## config.mk

```make
export PLATFORM = sky130hd
export DESIGN_NAME = bpa_buddy
export DESIGN_NICKNAME = d
export VERILOG_FILES = /design/src/rtl/bpa_pkg.sv /design/src/rtl/bpa_buddy.sv
export SDC_FILE = /design/constraint.sdc
export NUM_CORES = 1
export LEC_CHECK = 0
export BUFFER_PORTS_ARGS = -buffer_cell sky130_fd_sc_hd__buf_2
export CAP_MARGIN = 20
export CORE_ASPECT_RATIO = 2
export CORE_MARGIN = 5
export CORE_UTILIZATION = 33
export CTS_CLUSTER_SIZE = 24
export DETAILED_ROUTE_END_ITERATION = 7
export GPL_ROUTABILITY_DRIVEN = 0
export PLACE_DENSITY = 0.63
export SYNTH_ARGS = -nofsm -noshare
export SYNTH_HDL_FRONTEND = slang
export SYNTH_SLANG_ARGS = --single-unit
```

## constraint.sdc

```tcl
create_clock -name clk_i -period 17.5 [get_ports clk_i]
set_clock_uncertainty 0.05 [all_clocks]
set_input_delay 5.25 -clock clk_i [delete_from_list [all_inputs] [get_ports clk_i]]
set_output_delay 5.25 -clock clk_i [all_outputs]
set_load 0.03 [all_outputs]
```

## src/rtl/bpa_pkg.sv

```systemverilog
// Shared types and constants for the buddy page allocator.
// Depends on nothing; imported by bpa_buddy, buddy_page_allocator and the testbench.
package bpa_pkg;

  // Fixed field widths of the external interface.
  localparam int IDX_W  = 12;
  localparam int REQ_W  = 4;
  localparam int OP_W   = 2;
  localparam int STAT_W = 2;
  localparam int PCNT_W = 13;
  localparam int BASE_W = 40;
  localparam int CFG_W  = 40;

  // Stored order field, working order counter (holds ORDERS itself) and free count.
  localparam int ORD_W = 4;
  localparam int OQ_W  = 5;
  localparam int CNT_W = 13;

  typedef enum logic [OP_W-1:0] {
    OP_ALLOC = 2'd0,
    OP_FREE  = 2'd1,
    OP_INIT  = 2'd2
  } op_e;

  typedef enum logic [STAT_W-1:0] {
    STAT_OK      = 2'd0,
    STAT_NOMEM   = 2'd1,
    STAT_NOTUSED = 2'd2,
    STAT_RANGE   = 2'd3
  } status_e;

  typedef enum logic {
    REG_PAGE_COUNT = 1'b0,
    REG_BASE_PAGE  = 1'b1
  } reg_e;

  // Per-page bookkeeping word.
  typedef struct packed {
    logic             used;
    logic [ORD_W-1:0] order;
  } meta_t;

  typedef enum logic [4:0] {
    ST_SWEEP,
    ST_IDLE,
    ST_INIT_FREE,
    ST_F_RD,
    ST_F_CHK,
    ST_F_RM,
    ST_F_LOOP,
    ST_F_BUD,
    ST_F_BMETA,
    ST_F_MRG1,
    ST_F_MRG2,
    ST_F_FIN,
    ST_A_SCAN,
    ST_A_LOOP,
    ST_A_BUD,
    ST_PUSH1,
    ST_PUSH2,
    ST_RM_RD,
    ST_RM_WR,
    ST_DONE
  } state_e;

endpackage

```

## src/rtl/bpa_buddy.sv

```systemverilog
// Buddy locator: absolute page number XOR block size, mapped back into the pool.
// Depends on bpa_pkg. Result is valid the cycle after load_i.
module bpa_buddy #(
  parameter int PAGES = 4096
) (
  input  logic                          clk_i,
  input  logic                          load_i,
  input  logic [$clog2(PAGES)-1:0]      page_i,
  input  logic [bpa_pkg::ORD_W-1:0]     order_i,
  input  logic [bpa_pkg::BASE_W-1:0]    pool_base_i,
  input  logic [$clog2(PAGES+1)-1:0]    pool_pages_i,
  output logic                          exists_o,
  output logic [$clog2(PAGES)-1:0]      buddy_o
);
  import bpa_pkg::*;

  localparam int IW = $clog2(PAGES);
  localparam int AW = BASE_W + 1;
  localparam int DW = AW + 1;

  logic [AW-1:0] abs_q;
  logic [DW-1:0] diff;

  // First stage: absolute buddy page number.
  always_ff @(posedge clk_i) begin
    if (load_i) begin
      abs_q <= (AW'(pool_base_i) + AW'(page_i)) ^ (AW'(1) << order_i);
    end
  end

  // Second stage: offset back into the pool; a borrow means below the pool start.
  assign diff     = {1'b0, abs_q} - DW'(pool_base_i);
  assign exists_o = !diff[DW-1] && (diff[AW-1:0] < AW'(pool_pages_i));
  assign buddy_o  = diff[IW-1:0];

endmodule

```

# ---- After elaboration in Yosys (flattened, before gate mapping)
# Index checks and enable logic that the tools add are counted.
dict set report op_classes {
  n_reduce_logical 2
  order_cmp 1
  div_mod_pow 0
  n_mul 0
  n_shift 1
  eq_ne 0
  n_mux 0
  addsub 2
  bitwise 1
}
# op n
set ops {}
lappend ops {{41-bit by 40-bit subtractor with 42-bit output} 1}
lappend ops {{40-bit by 12-bit adder with 41-bit output} 1}
lappend ops {{41-bit by 13-bit < comparator with 1-bit output} 1}
lappend ops {{1-bit by 4-bit << shifter with 41-bit output, first input constant} 1}
lappend ops {{41-bit XOR} 1}
lappend ops {{1-bit logical AND} 1}
lappend ops {{1-bit logical NOT} 1}
dict set report word_totals {
  mem_count 0
  ram_bits 0
  out_inout_bits 13
  reg_bits 41
  in_bits 71
  elab_cells 8
  romBits 0
  latchBits 0
}

# ---- Depth between registers and ports, before layout
# Gate-level depths: netlist (run 1).
dict set report logic_depth {
  ltp_word 3
  mapped_depth 18
  depth_no_buf 17
}

# ---- Least setup slack after synthesis (run 1)
# OpenSTA, ideal clock, no wires.
dict set report synth_timing {
  path_kind {input port to output port}
  startpoint {in pool_base_i[6] (netlist name)}
  endpoint {out exists_o}
  n_path_buf 1
  required_time_ns 12.200
  path_slack_ns 3.048
  arrival_ns 9.152
  path_stages 18
  path_cell_list {inv_1 -> ha_1 -> clkbuf_2 -> a21oi_1 -> nand2_1 -> o21ai_0 -> nand2_1 -> a21o_1 -> a21oi_1 -> xnor2_1 -> ha_1 -> nor2b_1 -> o21ai_0 -> nand2_1 -> nor4_1 -> nand4_1 -> or4_1 -> nor4_2}
}
dict set report synth_via {
  elab_chain_len 3
  elab_cells_between_ends 4
  classes_between {add/sub: 1; order compare: 1; reduce/logical: 2}
}
# item line_no
set synth_rtl {}
lappend synth_rtl {{start: declaration} bpa_buddy.sv:10} ;# input logic [bpa_pkg::BASE_W-1:0] pool_base_i,
lappend synth_rtl {{41-bit by 40-bit subtractor with 42-bit output} bpa_buddy.sv:32} ;# assign diff = {1'b0, abs_q} - DW'(pool_base_i);
lappend synth_rtl {{via buddy_o[11]} bpa_buddy.sv:13} ;# output logic [$clog2(PAGES)-1:0] buddy_o
lappend synth_rtl {{41-bit by 13-bit < comparator with 1-bit output} bpa_buddy.sv:33} ;# assign exists_o = !diff[DW-1] && (diff[AW-1:0] < AW'(pool_pages_i));
lappend synth_rtl {{1-bit logical AND} bpa_buddy.sv:33}
lappend synth_rtl {{end: declaration} bpa_buddy.sv:12} ;# output logic exists_o,
# The timed path passes the listed nets, and every way through them passes these cells.

# ---- Worst setup path in the final report (run 1)
dict set report layout_timing {
  startpoint {in pool_base_i[6] (netlist name)}
  endpoint {out exists_o}
}
dict set report layout_via {
  elab_chain_len 3
  elab_cells_between_ends 4
  classes_between {add/sub: 1; order compare: 1; reduce/logical: 2}
}
# item line_no
set layout_rtl {}
lappend layout_rtl {{41-bit by 40-bit subtractor with 42-bit output *} bpa_buddy.sv:32}
lappend layout_rtl {{41-bit by 13-bit < comparator with 1-bit output / 1-bit logical NOT (equally long branches)} bpa_buddy.sv:33}
lappend layout_rtl {{1-bit logical AND *} bpa_buddy.sv:33}
# Mark *: on every way between the ends. The rest lies on a longest branch, timed or not.

==> results.cfg, run 1 <==
[clock_network]
path_clk_slew_ns = 0.07
clk_path_buf_depth = 2
cts_tree = built
cts.sink_count = 41
cts_buffers = 5
post-cts-setup-buffer-count = 0
cts_root_buf = clkbuf_16
ctsHoldBuffers = 0
cts_resized = 0
htree_num_levels = 2

[layout]
fin_nets = 900
largest_register = abs_q
drive_above_1_share_pct = 13.6
diodes = 0
final_core_util_pct = 38.4
area_delta_synth_final_pct = 14.2
reg_top3 = abs_q x41
n_fill_cell = 1695
largest_register_ffs = 41

[setup_path]
cp.arrival_ns = 9.14
crit_fanout = 7
cp-end-kind = output pin
crit_chain = buf_2 > inv_1 > ha_1 > a21oi_1 > nand2_1 > o21ai_0 > nand2_1 > a21o_1 > a21oi_1 > xnor2_1 > ha_1 > nor2b_1 > o21ai_0 > nand2_1 > nor4_1 > nand4_1 > or4_1 > nor4_2 > buf_2
crit_required_ns = 12.20
path_class = input port to output pin
crit_family = simple AND/OR/NAND/NOR gates
critPathSlowestCell = or4_1
path_buf_inv = 3
cp_common_cell = nand2_1
start_kind = input port
critPathMaxStageDelay_ns = 0.53

[die]
fp.coreArea_um2 = 16300
rows = 66
start_util_pct = 33.7
die_x_um = 101
boundaryPins = 84
die_area_um2 = 19400
dieHeight_um = 192

[synthesis]
syn_area_um2 = 5480
yosys_warnings = 0
yosys.area_share.simple_pct = 19.5
synth_compound_area_share_pct = 22.8
synth_adder_area_share_pct = 15.3
ys_seq_area_share_pct = 22.5
synth_top_family_by_area = compound AO/OA/AOI/OAI gates
syn_inst = 690
ys.flop_type = edfxtp_1
synth_area_per_cell_um2 = 7.94
synth-async-reset-ratio_pct = 0
synth_enable_flop_cells = 41
ys_ff_latch = 41
synth_nets = 827
synth_xor_area_share_pct = 12.8
yosysUniqueCellTypes = 60
synthMuxAreaShare_pct = 0.913

[placed_design]
place_ws_ns = 3.10
io_buffers = 83
hpwl_um = 14700

[global_routing]
grt_max_degree = 42
grt_util_all_layers_pct = 17.7
grt_pass1_vias = 5513
antenna_found_initial = 0
grt_pass1_wl_um = 26900
grt_overflow = 0

[routing]
top_layer = met4
met2_wirelength_um = 10100
via_count = 5427
wl_per_cell_um = 17.8
ant_nets = 0
via_per_inst = 5.61
drcViolationCount = 0
detail_route.iter0.violations = 269
met3_length_um = 574
drt-met1-wl_um = 5630
wl_um = 17200
first_pass_iters = 5

[power_and_ir_drop]
p_leak_nw = 2.64
p_per_area_nw_per_um2 = 82.7
irDropWorstVdd_v = 0.0000529

[timing]
tightest_slew_ns = 0.969
drv_slew = 0
rsz0062_at_grt = no
maxSlewHeadroom_pct = 35.4
max_freq_ghz = 0.0693
fin_crit_sh_pct = 82.5
fin_crit_ns = 14.44
setup_violations = 0
finalHoldViolCount = 0
finalSetupTns_ns = 0
setup_slack_ns = 3.06

[run_status]
outcome = finished, final reports clean

[run]
drv_cap = 0

[min_path]
hold_path_class = input port to flip-flop
[cells by family (layout without fill, tap and decap cells)]
| logic type | Yosys count | after routing |
|---|---|---|
| multiplexers | 5 | 5 |
| adder cells (fa/ha/maj) | 66 | 66 |
| AO/OA/AOI/OAI | 194 | 194 |
| AND/OR/NAND/NOR | 216 | 216 |
| buffers and inverters | 88 | 162 |
| XOR/XNOR | 80 | 80 |
| flip-flops | 41 | 41 |
[report_power, final]
group	leakage, nW	switching [mW]	internal (mW)
Clock	0.0800	0.0420	0.0676
Sequential	0.401	0.00377	0.122
Combinational	2.16	0.178	0.104
Total	2.64	0.224	0.293
[Yosys cell counts, drive strengths merged (9+ instances only)]
library cell / n / area [µm²]
a21o: 14 / 105
a21oi: 67 / 339
clkbuf: 13 / 52.6
edfxtp: 41 / 1230
ha: 64 / 801
inv: 69 / 259
nand2: 59 / 221
nand2b: 9 / 56.3
nand3: 19 / 95.1
nand4: 18 / 113
nor2: 38 / 143
nor3: 35 / 186
nor4: 9 / 62.6
o211ai: 10 / 80.1
o21a: 10 / 75.1
o21ai: 43 / 215
xnor2: 68 / 596
xor2: 12 / 105
[path summary, 6_finish.rpt]
| path | start | endpoint | cells after the start |
|---|---|---|---|
| worst max-delay path | pool_base_i[6] | exists_o | 19 |
| worst min-delay path | pool_base_i[32] | abs_q[32]$_DFFE_PP_ | 2 |
[metrics by stage]
| stage | power, mW | cell area [µm²] | instances | hold WS [ns] |
|---|---|---|---|---|
| global placement | 0.405 | 6080 | 960 | 5.53 |
| global route | 0.551 | 6250 | 968 | 5.23 |
| CTS | 0.517 | 6250 | 968 | 5.21 |
| finish | 0.517 | 6250 | 968 | 5.21 |
| detailed placement | 0.407 | 6080 | 960 | 5.53 |
| floorplan | 0.329 | 5480 | 690 | 5.31 |
[routing by layer]
metal  track usage [%]  vias to the layer above
li1                  -                     2648
met1              15.7                     2578
met2              36.0                      143
met3              2.14                       58
met4              10.3                        0
met5                 0                        -
[layout make-up]
class / instances / area (µm²) / area share (%)
timing repair buffer: 85 / 430 / 6.88
clock buffer: 5 / 125 / 2.00
tap: 204 / 255 / 4.08
sequential: 41 / 1230 / 19.7
clock inverter: 3 / 46.3 / 0.740
inverter: 69 / 259 / 4.14
multi-input combinational: 561 / 3910 / 62.5
[placed cells by master (no fill, tap or decap), types with 6 or more instances in the layout]
cell type	count
nor4_1	8
ha_1	64
a21o_1	14
a31oi_1	8
a21oi_1	66
o211ai_1	9
edfxtp_1	41
inv_1	69
nand2b_1	9
nor3_1	34
and3_1	8
nand4_1	18
nor2_1	38
nand2_1	59
o21ai_0	43
xnor2_1	68
o21bai_1	7
o21a_1	10
a211oi_1	6
buf_2	83
nand3_1	19
nor2b_1	6
xor2_1	12
Power figures use the tool's default switching activity.
==> inputs of run 2 (changes only) <==
- clock period: 17.5 -> 13.4 ns (I/O delays scaled with it)
==> results.cfg, run 2 (synthesized netlist as in run 1, its figures left out) <==
[run_status]
outcome = finished, final reports clean

[min_path]
hold_end = abs_q[20]$_DFFE_PP_
hold_path_class = input port to flip-flop
hold_path_startpoint = pool_base_i[20]
min_path_cells = 2

[timing]
finalSetupTns_ns = 0
rsz0062_at_grt = no
finalHoldViolCount = 0
setup_violations = 0
fin_crit_ns = 11.98
maxSlewHeadroom_pct = 36.8
drv_slew = 0
whs_ns = 4.00
max_freq_ghz = 0.0835
fin_crit_sh_pct = 89.4
tightest_slew_ns = 0.949
setup_slack_ns = 1.42

[power_and_ir_drop]
power.internal_mw = 0.363
irDropWorstVdd_v = 0.0000481
p_sw_mw = 0.287
power_frac_comb_pct = 56.6
p_leak_nw = 2.62
p_clk_share_pct = 18.1
seqPwrFrac_pct = 25.2
p_per_area_nw_per_um2 = 104
swShare_pct = 44.1

[layout]
mostFrequentLayoutCells = 83 x buf_2, 69 x inv_1, 68 x xnor2_1
drive_above_1_share_pct = 13.4
largest_register = abs_q
ff_latch_area_um2 = 1230
reg_top3 = abs_q x41
multi_input_area_um2 = 3910
area_delta_synth_final_pct = 13.6
fin_nets = 900
n_fill_cell = 1722
final_common_cell = buf_2
largest_register_ffs = 41
stdcell_area_um2 = 6220

[die]
die_x_um = 101
rows = 66
die_area_um2 = 19400
fp.coreArea_um2 = 16300
start_util_pct = 33.7
dieHeight_um = 192
boundaryPins = 84

[run]
drv_cap = 0

[clock_network]
cts_tree = built
cts_resized = 0
cts_root_buf = clkbuf_16
cts.sink_count = 41
path_clk_slew_ns = 0.06
post-cts-setup-buffer-count = 0
clk_path_buf_depth = 2
ctsHoldBuffers = 0
htree_num_levels = 2
cts_buffers = 5

[setup_path]
path_class = input port to output pin
cp.arrival_ns = 7.91
start_kind = input port
crit_fanout = 7
cp-end-kind = output pin
crit_required_ns = 9.33

[placed_design]
hpwl_um = 14600
placed_cell_area_um2 = 6080
place_ws_ns = 1.44
io_buffers = 83

[global_routing]
antenna_found_initial = 1
grt_overflow = 0
grt_max_degree = 42
grt_util_all_layers_pct = 17.6
grt_pass1_vias = 5475
grt_pass1_wl_um = 27000

[routing]
ant_nets = 0
detail_route.iter0.violations = 235
first_pass_iters = 7
via_count = 5332
wl_per_cell_um = 17.8
drcViolationCount = 0
wl_um = 17200
via_per_inst = 5.51
## run 2: cell count changes in the layout (fill, tap and decap cells not counted), sizes merged
cell,change
clkbuf,+1
bufinv,-1
diode,+1
clkinvlp,-1
## run 2: how the worst max path moves through the flow
stage	startpoint	to	slack, ns
global route	pool_base_i[6]	exists_o	1.11
detailed placement	pool_base_i[0]	exists_o	1.44
floorplan	pool_base_i[6]	exists_o	1.41
finish	pool_base_i[6]	exists_o	1.42
CTS	pool_base_i[6]	exists_o	1.45
global placement	pool_base_i[0]	exists_o	1.55
## run 2: layout make-up
class	count	area share, %
tap	204	4.10
antenna	1	0.0402
timing repair buffer	85	6.92
sequential	41	19.8
multi-input combinational	561	62.8
inverter	69	4.16
clock buffer	6	2.07
clock inverter	1	0.141
## run 2: critical path, cell delays in order
cell and delay (ns):
buf_2 0.11, inv_1 0.05, ha_1 0.37, a21oi_1 0.27, nand2_1 0.08, o21ai_0 0.25, nand2_1 0.13, a21o_1 0.19
a21oi_1 0.17, xnor2_1 0.16, ha_1 0.28, nor2b_1 0.14, o21ai_0 0.15, nand2_1 0.08, nor4_1 0.28, nand4_1 0.12
or4_1 0.52, nor4_2 0.29, buf_2 0.24
## run 2: through the flow
stage | power [mW] | utilization (%) | std cells
floorplan | 0.430 | - | 690
global placement | 0.529 | 37.4 | 960
detailed placement | 0.532 | 37.4 | 960
CTS | 0.649 | 38.2 | 967
global route | 0.694 | 38.3 | 968
finish | 0.650 | 38.3 | 968
## run 2: power by group through the flow
stage | sequential [mW] | combinational, mW | clock (mW)
2_1_floorplan | 0.165 | 0.265 | 0
3_3_place_gp | 0.167 | 0.363 | 0
3_5_place_dp | 0.167 | 0.365 | 0
4_1_cts | 0.164 | 0.366 | 0.118
5_1_grt | 0.165 | 0.404 | 0.125
6_report | 0.164 | 0.368 | 0.118
## run 2: per-layer routing
layer / vias up / track usage [%] / wire length, µm
li1: 2646 / - / -
met1: 2511 / 16.0 / 5640
met2: 126 / 35.8 / 10100
met3: 49 / 1.74 / 523
met4: 0 / 9.78 / 916
met5: - / 0 / 0
